$ cat config.mk
export PLATFORM = sky130hd
export DESIGN_NAME = i2c_memory_master_core_flat
export DESIGN_NICKNAME = d
export VERILOG_FILES = /design/src/i2cmm_pkg.sv /design/src/i2cmm_if.sv /design/src/i2c_memory_master_core.sv /design/src/flat_wrapper.sv
export SDC_FILE = /design/constraint.sdc
export NUM_CORES = 1
export LEC_CHECK = 0
export ABC_AREA = 0
export BUFFER_PORTS_ARGS = -buffer_cell sky130_fd_sc_hd__clkbuf_2
export CORE_UTILIZATION = 50
export CTS_BUF_LIST = sky130_fd_sc_hd__clkbuf_8
export CTS_CLUSTER_SIZE = 24
export DETAILED_ROUTE_END_ITERATION = 8
export PLACE_DENSITY = 0.71
export SYNTH_ARGS = -nofsm -noshare
export SYNTH_HDL_FRONTEND = slang
export SYNTH_SLANG_ARGS = --single-unit
$ cat constraint.sdc
create_clock -name clk -period 7.8 [get_ports clk]
set_input_delay 0 -clock clk [delete_from_list [all_inputs] [get_ports clk]]
set_output_delay 0 -clock clk [all_outputs]
set_load 0.01 [all_outputs]
$ cat src/i2cmm_pkg.sv
// ----------------------------------------------------------------------------
// I2C memory master package
// Command codes, reset values and the word types of the two channels.
// ----------------------------------------------------------------------------
package i2cmm_pkg;

  // Command codes carried in the func field.
  localparam logic [1:0] FUNC_TICK        = 2'd0;
  localparam logic [1:0] FUNC_BEGIN_READ  = 2'd1;
  localparam logic [1:0] FUNC_BEGIN_WRITE = 2'd2;
  localparam logic [1:0] FUNC_SUPPLY      = 2'd3;

  // Bus address of the memory after reset.
  localparam logic [6:0] DEV_ADDR_RESET = 7'd80;

  // Direction bit appended to the device address.
  localparam logic DIR_WRITE = 1'b0;
  localparam logic DIR_READ  = 1'b1;

  // One command word.
  typedef struct packed {
    logic [1:0]  func;
    logic [15:0] mem_addr;
    logic [15:0] byte_count;
    logic [7:0]  write_byte;
    logic        sda_in;
  } in_item_t;

  // One result word.
  typedef struct packed {
    logic       scl_out;
    logic       sda_out;
    logic [7:0] read_byte;
    logic       read_valid;
    logic       read_last;
    logic       byte_request;
    logic       busy_res;
    logic       done_res;
    logic       success;
  } out_item_t;

endpackage

$ cat src/i2cmm_if.sv
// ----------------------------------------------------------------------------
// I2C memory master channels
// Valid/ready channels for command words and result words.
// ----------------------------------------------------------------------------
interface i2cmm_in_if;
  logic               valid;
  logic               ready;
  i2cmm_pkg::in_item_t data;

  modport source (output valid, output data, input ready);
  modport sink (input valid, input data, output ready);
endinterface

interface i2cmm_out_if;
  logic                valid;
  logic                ready;
  i2cmm_pkg::out_item_t data;

  modport source (output valid, output data, input ready);
  modport sink (input valid, input data, output ready);
endinterface

$ cat src/i2c_memory_master_core.sv
// ----------------------------------------------------------------------------
// I2C memory master core
// Bus master for a memory with two-byte addressing, one bus phase per tick.
// ----------------------------------------------------------------------------
// The result word of an accepted command is registered in the output or skid word.
// Throughput: one command word per cycle while the skid word is empty.
// A two-word output buffer keeps the input open while one result waits.
// Reset (rst_n low, synchronous) idles the bus with both lines released and
// restores the device address to 80.
module i2c_memory_master_core (
  input  logic        clk,
  input  logic        rst_n,
  i2cmm_in_if.sink    in_ch,
  i2cmm_out_if.source out_ch,
  input  logic        cfg_we,
  input  logic [6:0]  cfg_data
);

  typedef enum logic [4:0] {
    PH_IDLE, PH_RS_A, PH_ST_B, PH_ST_C, PH_ST_D, PH_TX_LOW, PH_TX_HIGH,
    PH_ACK_LOW, PH_ACK_HIGH, PH_WAIT_BYTE, PH_RX_LOW, PH_RX_HIGH,
    PH_MACK_LOW, PH_MACK_HIGH, PH_STOP_A, PH_STOP_B, PH_STOP_C
  } phase_t;

  typedef enum logic [2:0] {
    SG_DEVW, SG_ADRH, SG_ADRL, SG_DEVR, SG_DATA
  } stage_t;

  phase_t      phase_r, phase_nxt;
  stage_t      stage_r, stage_nxt;
  logic [2:0]  bit_index_r, bit_index_nxt;
  logic [7:0]  shift_r, shift_nxt;
  logic [15:0] bytes_left_r, bytes_left_nxt;
  logic [15:0] address_r, address_nxt;
  logic        is_read_r, is_read_nxt;
  logic [7:0]  pending_byte_r, pending_byte_nxt;
  logic        pending_valid_r, pending_valid_nxt;
  logic        scl_r, scl_nxt;
  logic        sda_r, sda_nxt;
  logic        failed_r, failed_nxt;
  logic [6:0]  dev_addr_r;

  i2cmm_pkg::out_item_t res;
  i2cmm_pkg::in_item_t  cmd;
  i2cmm_pkg::out_item_t out_data_r, skid_data_r;
  logic                 out_valid_r, skid_valid_r;
  logic                 accept, pop;
  logic [15:0]          bytes_dec;

  assign cmd          = in_ch.data;
  assign in_ch.ready  = !skid_valid_r;
  assign accept       = in_ch.valid && !skid_valid_r;
  assign pop          = out_valid_r && out_ch.ready;
  assign out_ch.valid = out_valid_r;
  assign out_ch.data  = out_data_r;
  assign bytes_dec    = bytes_left_r - 16'd1;

  // Next state of the bus sequencer for the accepted command word.
  always_comb begin
    phase_nxt         = phase_r;
    stage_nxt         = stage_r;
    bit_index_nxt     = bit_index_r;
    shift_nxt         = shift_r;
    bytes_left_nxt    = bytes_left_r;
    address_nxt       = address_r;
    is_read_nxt       = is_read_r;
    pending_byte_nxt  = pending_byte_r;
    pending_valid_nxt = pending_valid_r;
    scl_nxt           = scl_r;
    sda_nxt           = sda_r;
    failed_nxt        = failed_r;
    res               = '0;

    if (accept) begin
      case (cmd.func)
        i2cmm_pkg::FUNC_BEGIN_READ, i2cmm_pkg::FUNC_BEGIN_WRITE: begin
          if (phase_r == PH_IDLE) begin
            address_nxt       = cmd.mem_addr;
            bytes_left_nxt    = cmd.byte_count;
            is_read_nxt       = (cmd.func == i2cmm_pkg::FUNC_BEGIN_READ);
            pending_valid_nxt = 1'b0;
            failed_nxt        = 1'b0;
            stage_nxt         = SG_DEVW;
            bit_index_nxt     = 3'd0;
            phase_nxt         = PH_ST_B;
          end
        end
        i2cmm_pkg::FUNC_SUPPLY: begin
          if (phase_r != PH_IDLE) begin
            pending_byte_nxt  = cmd.write_byte;
            pending_valid_nxt = 1'b1;
          end
        end
        default: begin
          case (phase_r)
            PH_IDLE: begin
              phase_nxt = PH_IDLE;
            end
            PH_RS_A: begin
              scl_nxt   = 1'b0;
              sda_nxt   = 1'b1;
              phase_nxt = PH_ST_B;
            end
            PH_ST_B: begin
              scl_nxt   = 1'b1;
              sda_nxt   = 1'b1;
              phase_nxt = PH_ST_C;
            end
            PH_ST_C: begin
              sda_nxt   = 1'b0;
              phase_nxt = PH_ST_D;
            end
            PH_ST_D: begin
              scl_nxt       = 1'b0;
              shift_nxt     = {dev_addr_r, (stage_r == SG_DEVR) ? i2cmm_pkg::DIR_READ
                                                                : i2cmm_pkg::DIR_WRITE};
              bit_index_nxt = 3'd0;
              phase_nxt     = PH_TX_LOW;
            end
            PH_TX_LOW: begin
              scl_nxt   = 1'b0;
              sda_nxt   = shift_r[7];
              phase_nxt = PH_TX_HIGH;
            end
            PH_TX_HIGH: begin
              scl_nxt   = 1'b1;
              shift_nxt = {shift_r[6:0], 1'b0};
              if (bit_index_r == 3'd7) begin
                bit_index_nxt = 3'd0;
                phase_nxt     = PH_ACK_LOW;
              end else begin
                bit_index_nxt = bit_index_r + 3'd1;
                phase_nxt     = PH_TX_LOW;
              end
            end
            PH_ACK_LOW: begin
              scl_nxt   = 1'b0;
              sda_nxt   = 1'b1;
              phase_nxt = PH_ACK_HIGH;
            end
            PH_ACK_HIGH: begin
              scl_nxt = 1'b1;
              if (cmd.sda_in) begin
                // The target did not acknowledge: stop and report failure.
                failed_nxt = 1'b1;
                phase_nxt  = PH_STOP_A;
              end else begin
                // Pick the next byte according to where the header stands.
                case (stage_r)
                  SG_DEVW: begin
                    shift_nxt = address_r[15:8];
                    stage_nxt = SG_ADRH;
                    phase_nxt = PH_TX_LOW;
                  end
                  SG_ADRH: begin
                    shift_nxt = address_r[7:0];
                    stage_nxt = SG_ADRL;
                    phase_nxt = PH_TX_LOW;
                  end
                  SG_ADRL: begin
                    if (is_read_r) begin
                      stage_nxt = SG_DEVR;
                      phase_nxt = PH_RS_A;
                    end else if (bytes_left_r == 16'd0) begin
                      failed_nxt = 1'b0;
                      phase_nxt  = PH_STOP_A;
                    end else begin
                      stage_nxt = SG_DATA;
                      phase_nxt = PH_WAIT_BYTE;
                    end
                  end
                  SG_DEVR: begin
                    if (bytes_left_r == 16'd0) begin
                      failed_nxt = 1'b0;
                      phase_nxt  = PH_STOP_A;
                    end else begin
                      shift_nxt     = 8'd0;
                      bit_index_nxt = 3'd0;
                      phase_nxt     = PH_RX_LOW;
                    end
                  end
                  SG_DATA: begin
                    bytes_left_nxt = bytes_dec;
                    if (bytes_dec == 16'd0) begin
                      failed_nxt = 1'b0;
                      phase_nxt  = PH_STOP_A;
                    end else begin
                      phase_nxt = PH_WAIT_BYTE;
                    end
                  end
                  default: begin
                    phase_nxt = PH_IDLE;
                  end
                endcase
              end
            end
            PH_WAIT_BYTE: begin
              // Hold SCL low until a data byte is on hand.
              scl_nxt = 1'b0;
              if (pending_valid_r) begin
                shift_nxt         = pending_byte_r;
                pending_valid_nxt = 1'b0;
                bit_index_nxt     = 3'd0;
                phase_nxt         = PH_TX_LOW;
              end
            end
            PH_RX_LOW: begin
              scl_nxt   = 1'b0;
              sda_nxt   = 1'b1;
              phase_nxt = PH_RX_HIGH;
            end
            PH_RX_HIGH: begin
              scl_nxt   = 1'b1;
              shift_nxt = {shift_r[6:0], cmd.sda_in};
              if (bit_index_r == 3'd7) begin
                bit_index_nxt = 3'd0;
                phase_nxt     = PH_MACK_LOW;
              end else begin
                bit_index_nxt = bit_index_r + 3'd1;
                phase_nxt     = PH_RX_LOW;
              end
            end
            PH_MACK_LOW: begin
              // Present the byte and answer ACK, or NACK on the last one.
              scl_nxt        = 1'b0;
              sda_nxt        = !(bytes_left_r > 16'd1);
              res.read_valid = 1'b1;
              res.read_byte  = shift_r;
              res.read_last  = (bytes_left_r == 16'd1);
              phase_nxt      = PH_MACK_HIGH;
            end
            PH_MACK_HIGH: begin
              scl_nxt        = 1'b1;
              bytes_left_nxt = bytes_dec;
              if (bytes_dec == 16'd0) begin
                failed_nxt = 1'b0;
                phase_nxt  = PH_STOP_A;
              end else begin
                shift_nxt     = 8'd0;
                bit_index_nxt = 3'd0;
                phase_nxt     = PH_RX_LOW;
              end
            end
            PH_STOP_A: begin
              scl_nxt   = 1'b0;
              sda_nxt   = 1'b0;
              phase_nxt = PH_STOP_B;
            end
            PH_STOP_B: begin
              scl_nxt   = 1'b1;
              sda_nxt   = 1'b0;
              phase_nxt = PH_STOP_C;
            end
            PH_STOP_C: begin
              scl_nxt      = 1'b1;
              sda_nxt      = 1'b1;
              res.done_res = 1'b1;
              res.success  = !failed_r;
              phase_nxt    = PH_IDLE;
            end
            default: begin
              phase_nxt = PH_IDLE;
            end
          endcase
        end
      endcase
    end

    // Line levels and status as they stand after this word.
    res.scl_out      = scl_nxt;
    res.sda_out      = sda_nxt;
    res.byte_request = (phase_nxt == PH_WAIT_BYTE) && !pending_valid_nxt;
    res.busy_res     = (phase_nxt != PH_IDLE);
  end

  // Sequencer state and configuration register.
  always_ff @(posedge clk) begin
    if (!rst_n) begin
      phase_r         <= PH_IDLE;
      stage_r         <= SG_DEVW;
      bit_index_r     <= 3'd0;
      shift_r         <= 8'd0;
      bytes_left_r    <= 16'd0;
      address_r       <= 16'd0;
      is_read_r       <= 1'b0;
      pending_valid_r <= 1'b0;
      scl_r           <= 1'b1;
      sda_r           <= 1'b1;
      failed_r        <= 1'b0;
      dev_addr_r      <= i2cmm_pkg::DEV_ADDR_RESET;
    end else begin
      phase_r         <= phase_nxt;
      stage_r         <= stage_nxt;
      bit_index_r     <= bit_index_nxt;
      shift_r         <= shift_nxt;
      bytes_left_r    <= bytes_left_nxt;
      address_r       <= address_nxt;
      is_read_r       <= is_read_nxt;
      pending_valid_r <= pending_valid_nxt;
      scl_r           <= scl_nxt;
      sda_r           <= sda_nxt;
      failed_r        <= failed_nxt;
      if (cfg_we) begin
        dev_addr_r <= cfg_data;
      end
    end
  end

  // The held write byte only counts while its valid flag is set.
  always_ff @(posedge clk) begin
    pending_byte_r <= pending_byte_nxt;
  end

  // Output register with a skid word behind it.
  always_ff @(posedge clk) begin
    if (!rst_n) begin
      out_valid_r  <= 1'b0;
      skid_valid_r <= 1'b0;
    end else if (skid_valid_r) begin
      if (pop) begin
        out_data_r   <= skid_data_r;
        skid_valid_r <= 1'b0;
      end
    end else if (accept) begin
      if (!out_valid_r || pop) begin
        out_data_r  <= res;
        out_valid_r <= 1'b1;
      end else begin
        skid_data_r  <= res;
        skid_valid_r <= 1'b1;
      end
    end else if (pop) begin
      out_valid_r <= 1'b0;
    end
  end

endmodule

$ cat src/flat_wrapper.sv
// flat-port wrapper written by rule: the top's interface ports become plain ports
module i2c_memory_master_core_flat 
  (clk, rst_n, cfg_we, cfg_data, in_ch_valid, in_ch_data, in_ch_ready, out_ch_valid, out_ch_data, out_ch_ready);
  i2cmm_in_if in_ch_i ();
  i2cmm_out_if out_ch_i ();
  input  logic clk;
  input  logic rst_n;
  input  logic cfg_we;
  input  logic [6:0] cfg_data;
  input wire logic [$bits(in_ch_i.valid)-1:0] in_ch_valid;
  input wire logic [$bits(in_ch_i.data)-1:0] in_ch_data;
  output wire logic [$bits(in_ch_i.ready)-1:0] in_ch_ready;
  output wire logic [$bits(out_ch_i.valid)-1:0] out_ch_valid;
  output wire logic [$bits(out_ch_i.data)-1:0] out_ch_data;
  input wire logic [$bits(out_ch_i.ready)-1:0] out_ch_ready;
  assign in_ch_i.valid = in_ch_valid;
  assign in_ch_i.data = in_ch_data;
  assign in_ch_ready = in_ch_i.ready;
  assign out_ch_valid = out_ch_i.valid;
  assign out_ch_data = out_ch_i.data;
  assign out_ch_i.ready = out_ch_ready;
  i2c_memory_master_core u_core (.clk(clk), .rst_n(rst_n), .in_ch(in_ch_i), .out_ch(out_ch_i), .cfg_we(cfg_we), .cfg_data(cfg_data));
endmodule
==> flow_metrics.py <==
metrics = {
    "status": {
        "status": "finished with violations",
        "violations": "DRC",
    },
    "yosys": {
        "ys_ff_latch": 105,
        "synth_nets": 750,
        "postSynthAreaPerCell_um2": 8.73,
        "synth_top_cell_by_area": "dfxtp_1",
        "synthCells": 687,
        "yosysMostFrequentCell": "nand2_1",
        "synthTopCellsByArea": "dfxtp_1 (22%), edfxtp_1 (20%), a21oi_1 (5.8%)",
        "ys_warn_count": 0,
        "yosysSeqAreaShare_pct": 41.7,
        "synth_edf_count": 40,
        "yosysTopAreaCellShare_pct": 21.7,
        "synth_cell_type_count": 83,
        "synth_area_um2": 6000,
        "async_flop_share_pct": 0,
        "synthTopCellsByCount": "nand2_1 (83), a21oi_1 (70), dfxtp_1 (65)",
        "ys.flop_type": "dfxtp_1",
    },
    "global_routing": {
        "grt_pass1_vias": 5332,
        "grt-ovfl-total": 0,
        "antenna_found_initial": 0,
        "grt_pass1_wl_mm": 26.7,
        "grt_max_degree": 57,
        "grt_use_total_pct": 26.9,
    },
    "job": {
        "maxCapViolCount": 0,
    },
    "pwr": {
        "p_int_uw": 885,
        "leakagePower_uw": 0.00259,
        "pwr-share-clk_pct": 29.7,
        "switchingPower_uw": 377,
        "comb_power_share_pct": 21.4,
        "ir_worst_vdd_v": 0.0000870,
        "seq_power_share_pct": 48.8,
        "swShare_pct": 29.9,
        "p_per_area_nw_per_um2": 179,
    },
    "critical_path": {
        "critPathMaxFanout": 33,
        "path_cells": "nor2_1 > nand2_1 > or3_1 > a21boi_1 > o21ai_0 > a221oi_1",
        "critPathCaptureType": "flip-flop",
        "timing.rr.start": "u_core.phase_r[0]",
        "rr_worst_depth": 6,
        "rrSetupSlack_ns": 4.34,
        "cp-start-kind": "flip-flop",
        "regToRegEndpoint": "u_core.bytes_left_r[0]",
        "cp.required_ns": 8.09,
        "critPathKind": "reg -> reg",
        "max_stage_delay_ns": 0.91,
        "cpMaxStageDelayCell": "a21boi_1",
        "crit_arrival_ns": 3.75,
    },
    "drt": {
        "drtIter0Drc": 500,
        "avgViaCountPerCell": 6.15,
        "dr.pass1.iters": 8,
        "routed_wl_mm": 15.9,
        "wire_per_inst_um": 17.4,
        "drc_errors": 4,
        "vias": 5635,
        "drtAntennaViolNets": 0,
    },
    "sta": {
        "clock_skew_ns": 0.0131,
        "slew_violations": 0,
        "finalSetupViolations": 0,
        "max_clock_freq_mhz": 289,
        "rsz0062_at_grt": "no",
        "worst_pin_slew_ns": 1.15,
        "min_period_over_period_pct": 44.4,
        "holdWs_ns": 0.0186,
        "min_period_ns": 3.46,
        "fin_tns_setup_ns": 0,
        "hold_violations": 0,
        "relSlewSlack_pct": 23.2,
    },
    "clock_network": {
        "clkSinkCount": 105,
        "cts_root_buf": "clkbuf_8",
        "cts_buffers": 9,
        "h-tree-depth": 3,
        "cts_buffer_depth": 2,
        "post_cts_buffers": 0,
        "clkLatencyLatePin_ns": 0.38,
        "path_clk_slew_ns": 0.10,
        "cts_tree": "built",
    },
    "die": {
        "chipHeight_um": 112,
        "start_util_pct": 51.9,
        "core-area_um2": 11600,
        "dieArea_um2": 12400,
        "num_rows": 39,
        "die_x_um": 112,
        "pin_count": 73,
    },
    "place": {
        "place_inst": 852,
        "routabilityCongestion": 0.930,
        "place.port_buffers": 72,
        "place_hpwl_mm": 10.9,
    },
    "worst_hold_path": {
        "hold-path-endpoint": "u_core.bytes_left_r[6]",
        "hp-class": "in -> reg",
        "min_from": "in_ch_data[15]",
        "whs_path_depth": 4,
    },
    "finish": {
        "seq_area_um2": 2500,
        "drive_gt1_share_pct": 17.2,
        "multiInputGateArea_um2": 3190,
        "areaGrowthSynthToFinish_pct": 17.7,
        "final_cells": 917,
        "fillers": 995,
        "utilization_pct": 61.1,
        "layout.nets": 832,
        "diodes": 0,
    },
}
## power groups by stage
stage / Combinational (µW) / Clock [µW] / Sequential (µW)
finish: 271 / 375 / 616
global route: 297 / 406 / 620
CTS: 266 / 385 / 616
detailed placement: 245 / 0 / 628
global placement: 241 / 0 / 627
floorplan: 195 / 0 / 617
## logic make-up after synthesis
family                     count (synthesis)  share of synthesized area (%)
AOI/OAI and AO/OA                        192                           21.1
xor gates and xnor gates                   5                          0.730
adders and majority gates                  8                           1.67
buffers and inverters                     75                           5.13
DFF                                      105                           41.7
muxes                                     25                           4.48
and+or+nand+nor                          277                           25.2
## registers in the layout, summed over array words and instances (netlist names), 3 cells and up
register,flops
u_core.out_ch.data,16
u_core.dev_addr_r,7
u_core.pending_byte_r,8
u_core.skid_data_r,16
u_core.bytes_left_r,16
u_core.stage_r,3
u_core.address_r,16
u_core.phase_r,5
u_core.shift_r,8
u_core.bit_index_r,3
## metrics by stage
stage	instance area, µm²	total power [µW]	worst slack, ns
floorplan	6000	812	5.06
CTS	7060	1270	4.37
global placement	6350	868	4.54
global route	7060	1320	3.98
detailed placement	6350	873	4.40
finish	7060	1260	4.34
## cell type report
| cell class | count | share of cell area (%) |
|---|---|---|
| multi-input combinational | 507 | 45.2 |
| clock inverter | 7 | 1.35 |
| inverter | 19 | 1.01 |
| sequential | 105 | 35.4 |
| tap | 143 | 2.53 |
| timing repair buffer | 127 | 12.7 |
| clock buffer | 9 | 1.75 |
## cells in the final DEF, fill, tap and decap left out, types with 5 or more instances in the layout
cell type / synthesis / routed
a211oi_1: 12 / 12
a21oi_1: 70 / 70
a221oi_1: 10 / 10
a31oi_1: 8 / 8
and2_1: 5 / 5
and3_1: 14 / 14
buf_4: 1 / 6
clkbuf_2: 0 / 72
clkbuf_8: 0 / 9
dfxtp_1: 65 / 65
dlygate4sd3_1: 0 / 49
edfxtp_1: 40 / 40
ha_1: 8 / 8
inv_1: 17 / 19
mux2_2: 15 / 15
mux2i_1: 10 / 10
nand2_1: 83 / 83
nand2b_1: 11 / 11
nand3_1: 11 / 11
nand4_1: 10 / 10
nor2_1: 52 / 52
nor2b_1: 6 / 6
nor3_1: 21 / 21
nor3b_1: 11 / 11
nor4_1: 11 / 10
o21ai_0: 37 / 37
or3_1: 6 / 6
## worst max-delay path, delay by kind of cell (launching register included)
family | cells | cell delay, ns
AOI/OAI and AO/OA | 3 | 1.45
DFF | 1 | 0.64
and+or+nand+nor | 3 | 1.26
## metal layers
metal	share of wire, %	wire (µm)	vias to the layer above	global-route usage, %
li1	-	-	2695	-
met1	44	7040	2611	36.7
met2	45	7190	285	41.3
met3	7.8	1250	44	5.06
met4	2.9	466	0	12.5
met5	0	0	-	0
## what timing repair did
| action | CTS | global route |
|---|---|---|
| resized for setup | 0 | 0 |
| endpoints found under the setup margin | 0 | 0 |
| hold endpoints to repair | 49 | 0 |
| hold buffers | 49 | 0 |
## worst max-delay path by stage
stage | start | endpoint | slack, ns | cells past startpoint
5_1_grt | u_core.phase_r[0] | u_core.bytes_left_r[0] | 3.98 | 6
6_report | u_core.phase_r[0] | u_core.bytes_left_r[0] | 4.34 | 6
2_1_floorplan | u_core.skid_valid_r | u_core.skid_data_r[0] | 5.06 | 3
3_5_place_dp | u_core.phase_r[0] | u_core.bytes_left_r[0] | 4.40 | 6
4_1_cts | u_core.phase_r[0] | u_core.bytes_left_r[0] | 4.37 | 6
3_3_place_gp | u_core.phase_r[3] | u_core.bytes_left_r[0] | 4.54 | 6
No activity file was read; power rests on OpenSTA's default activity.
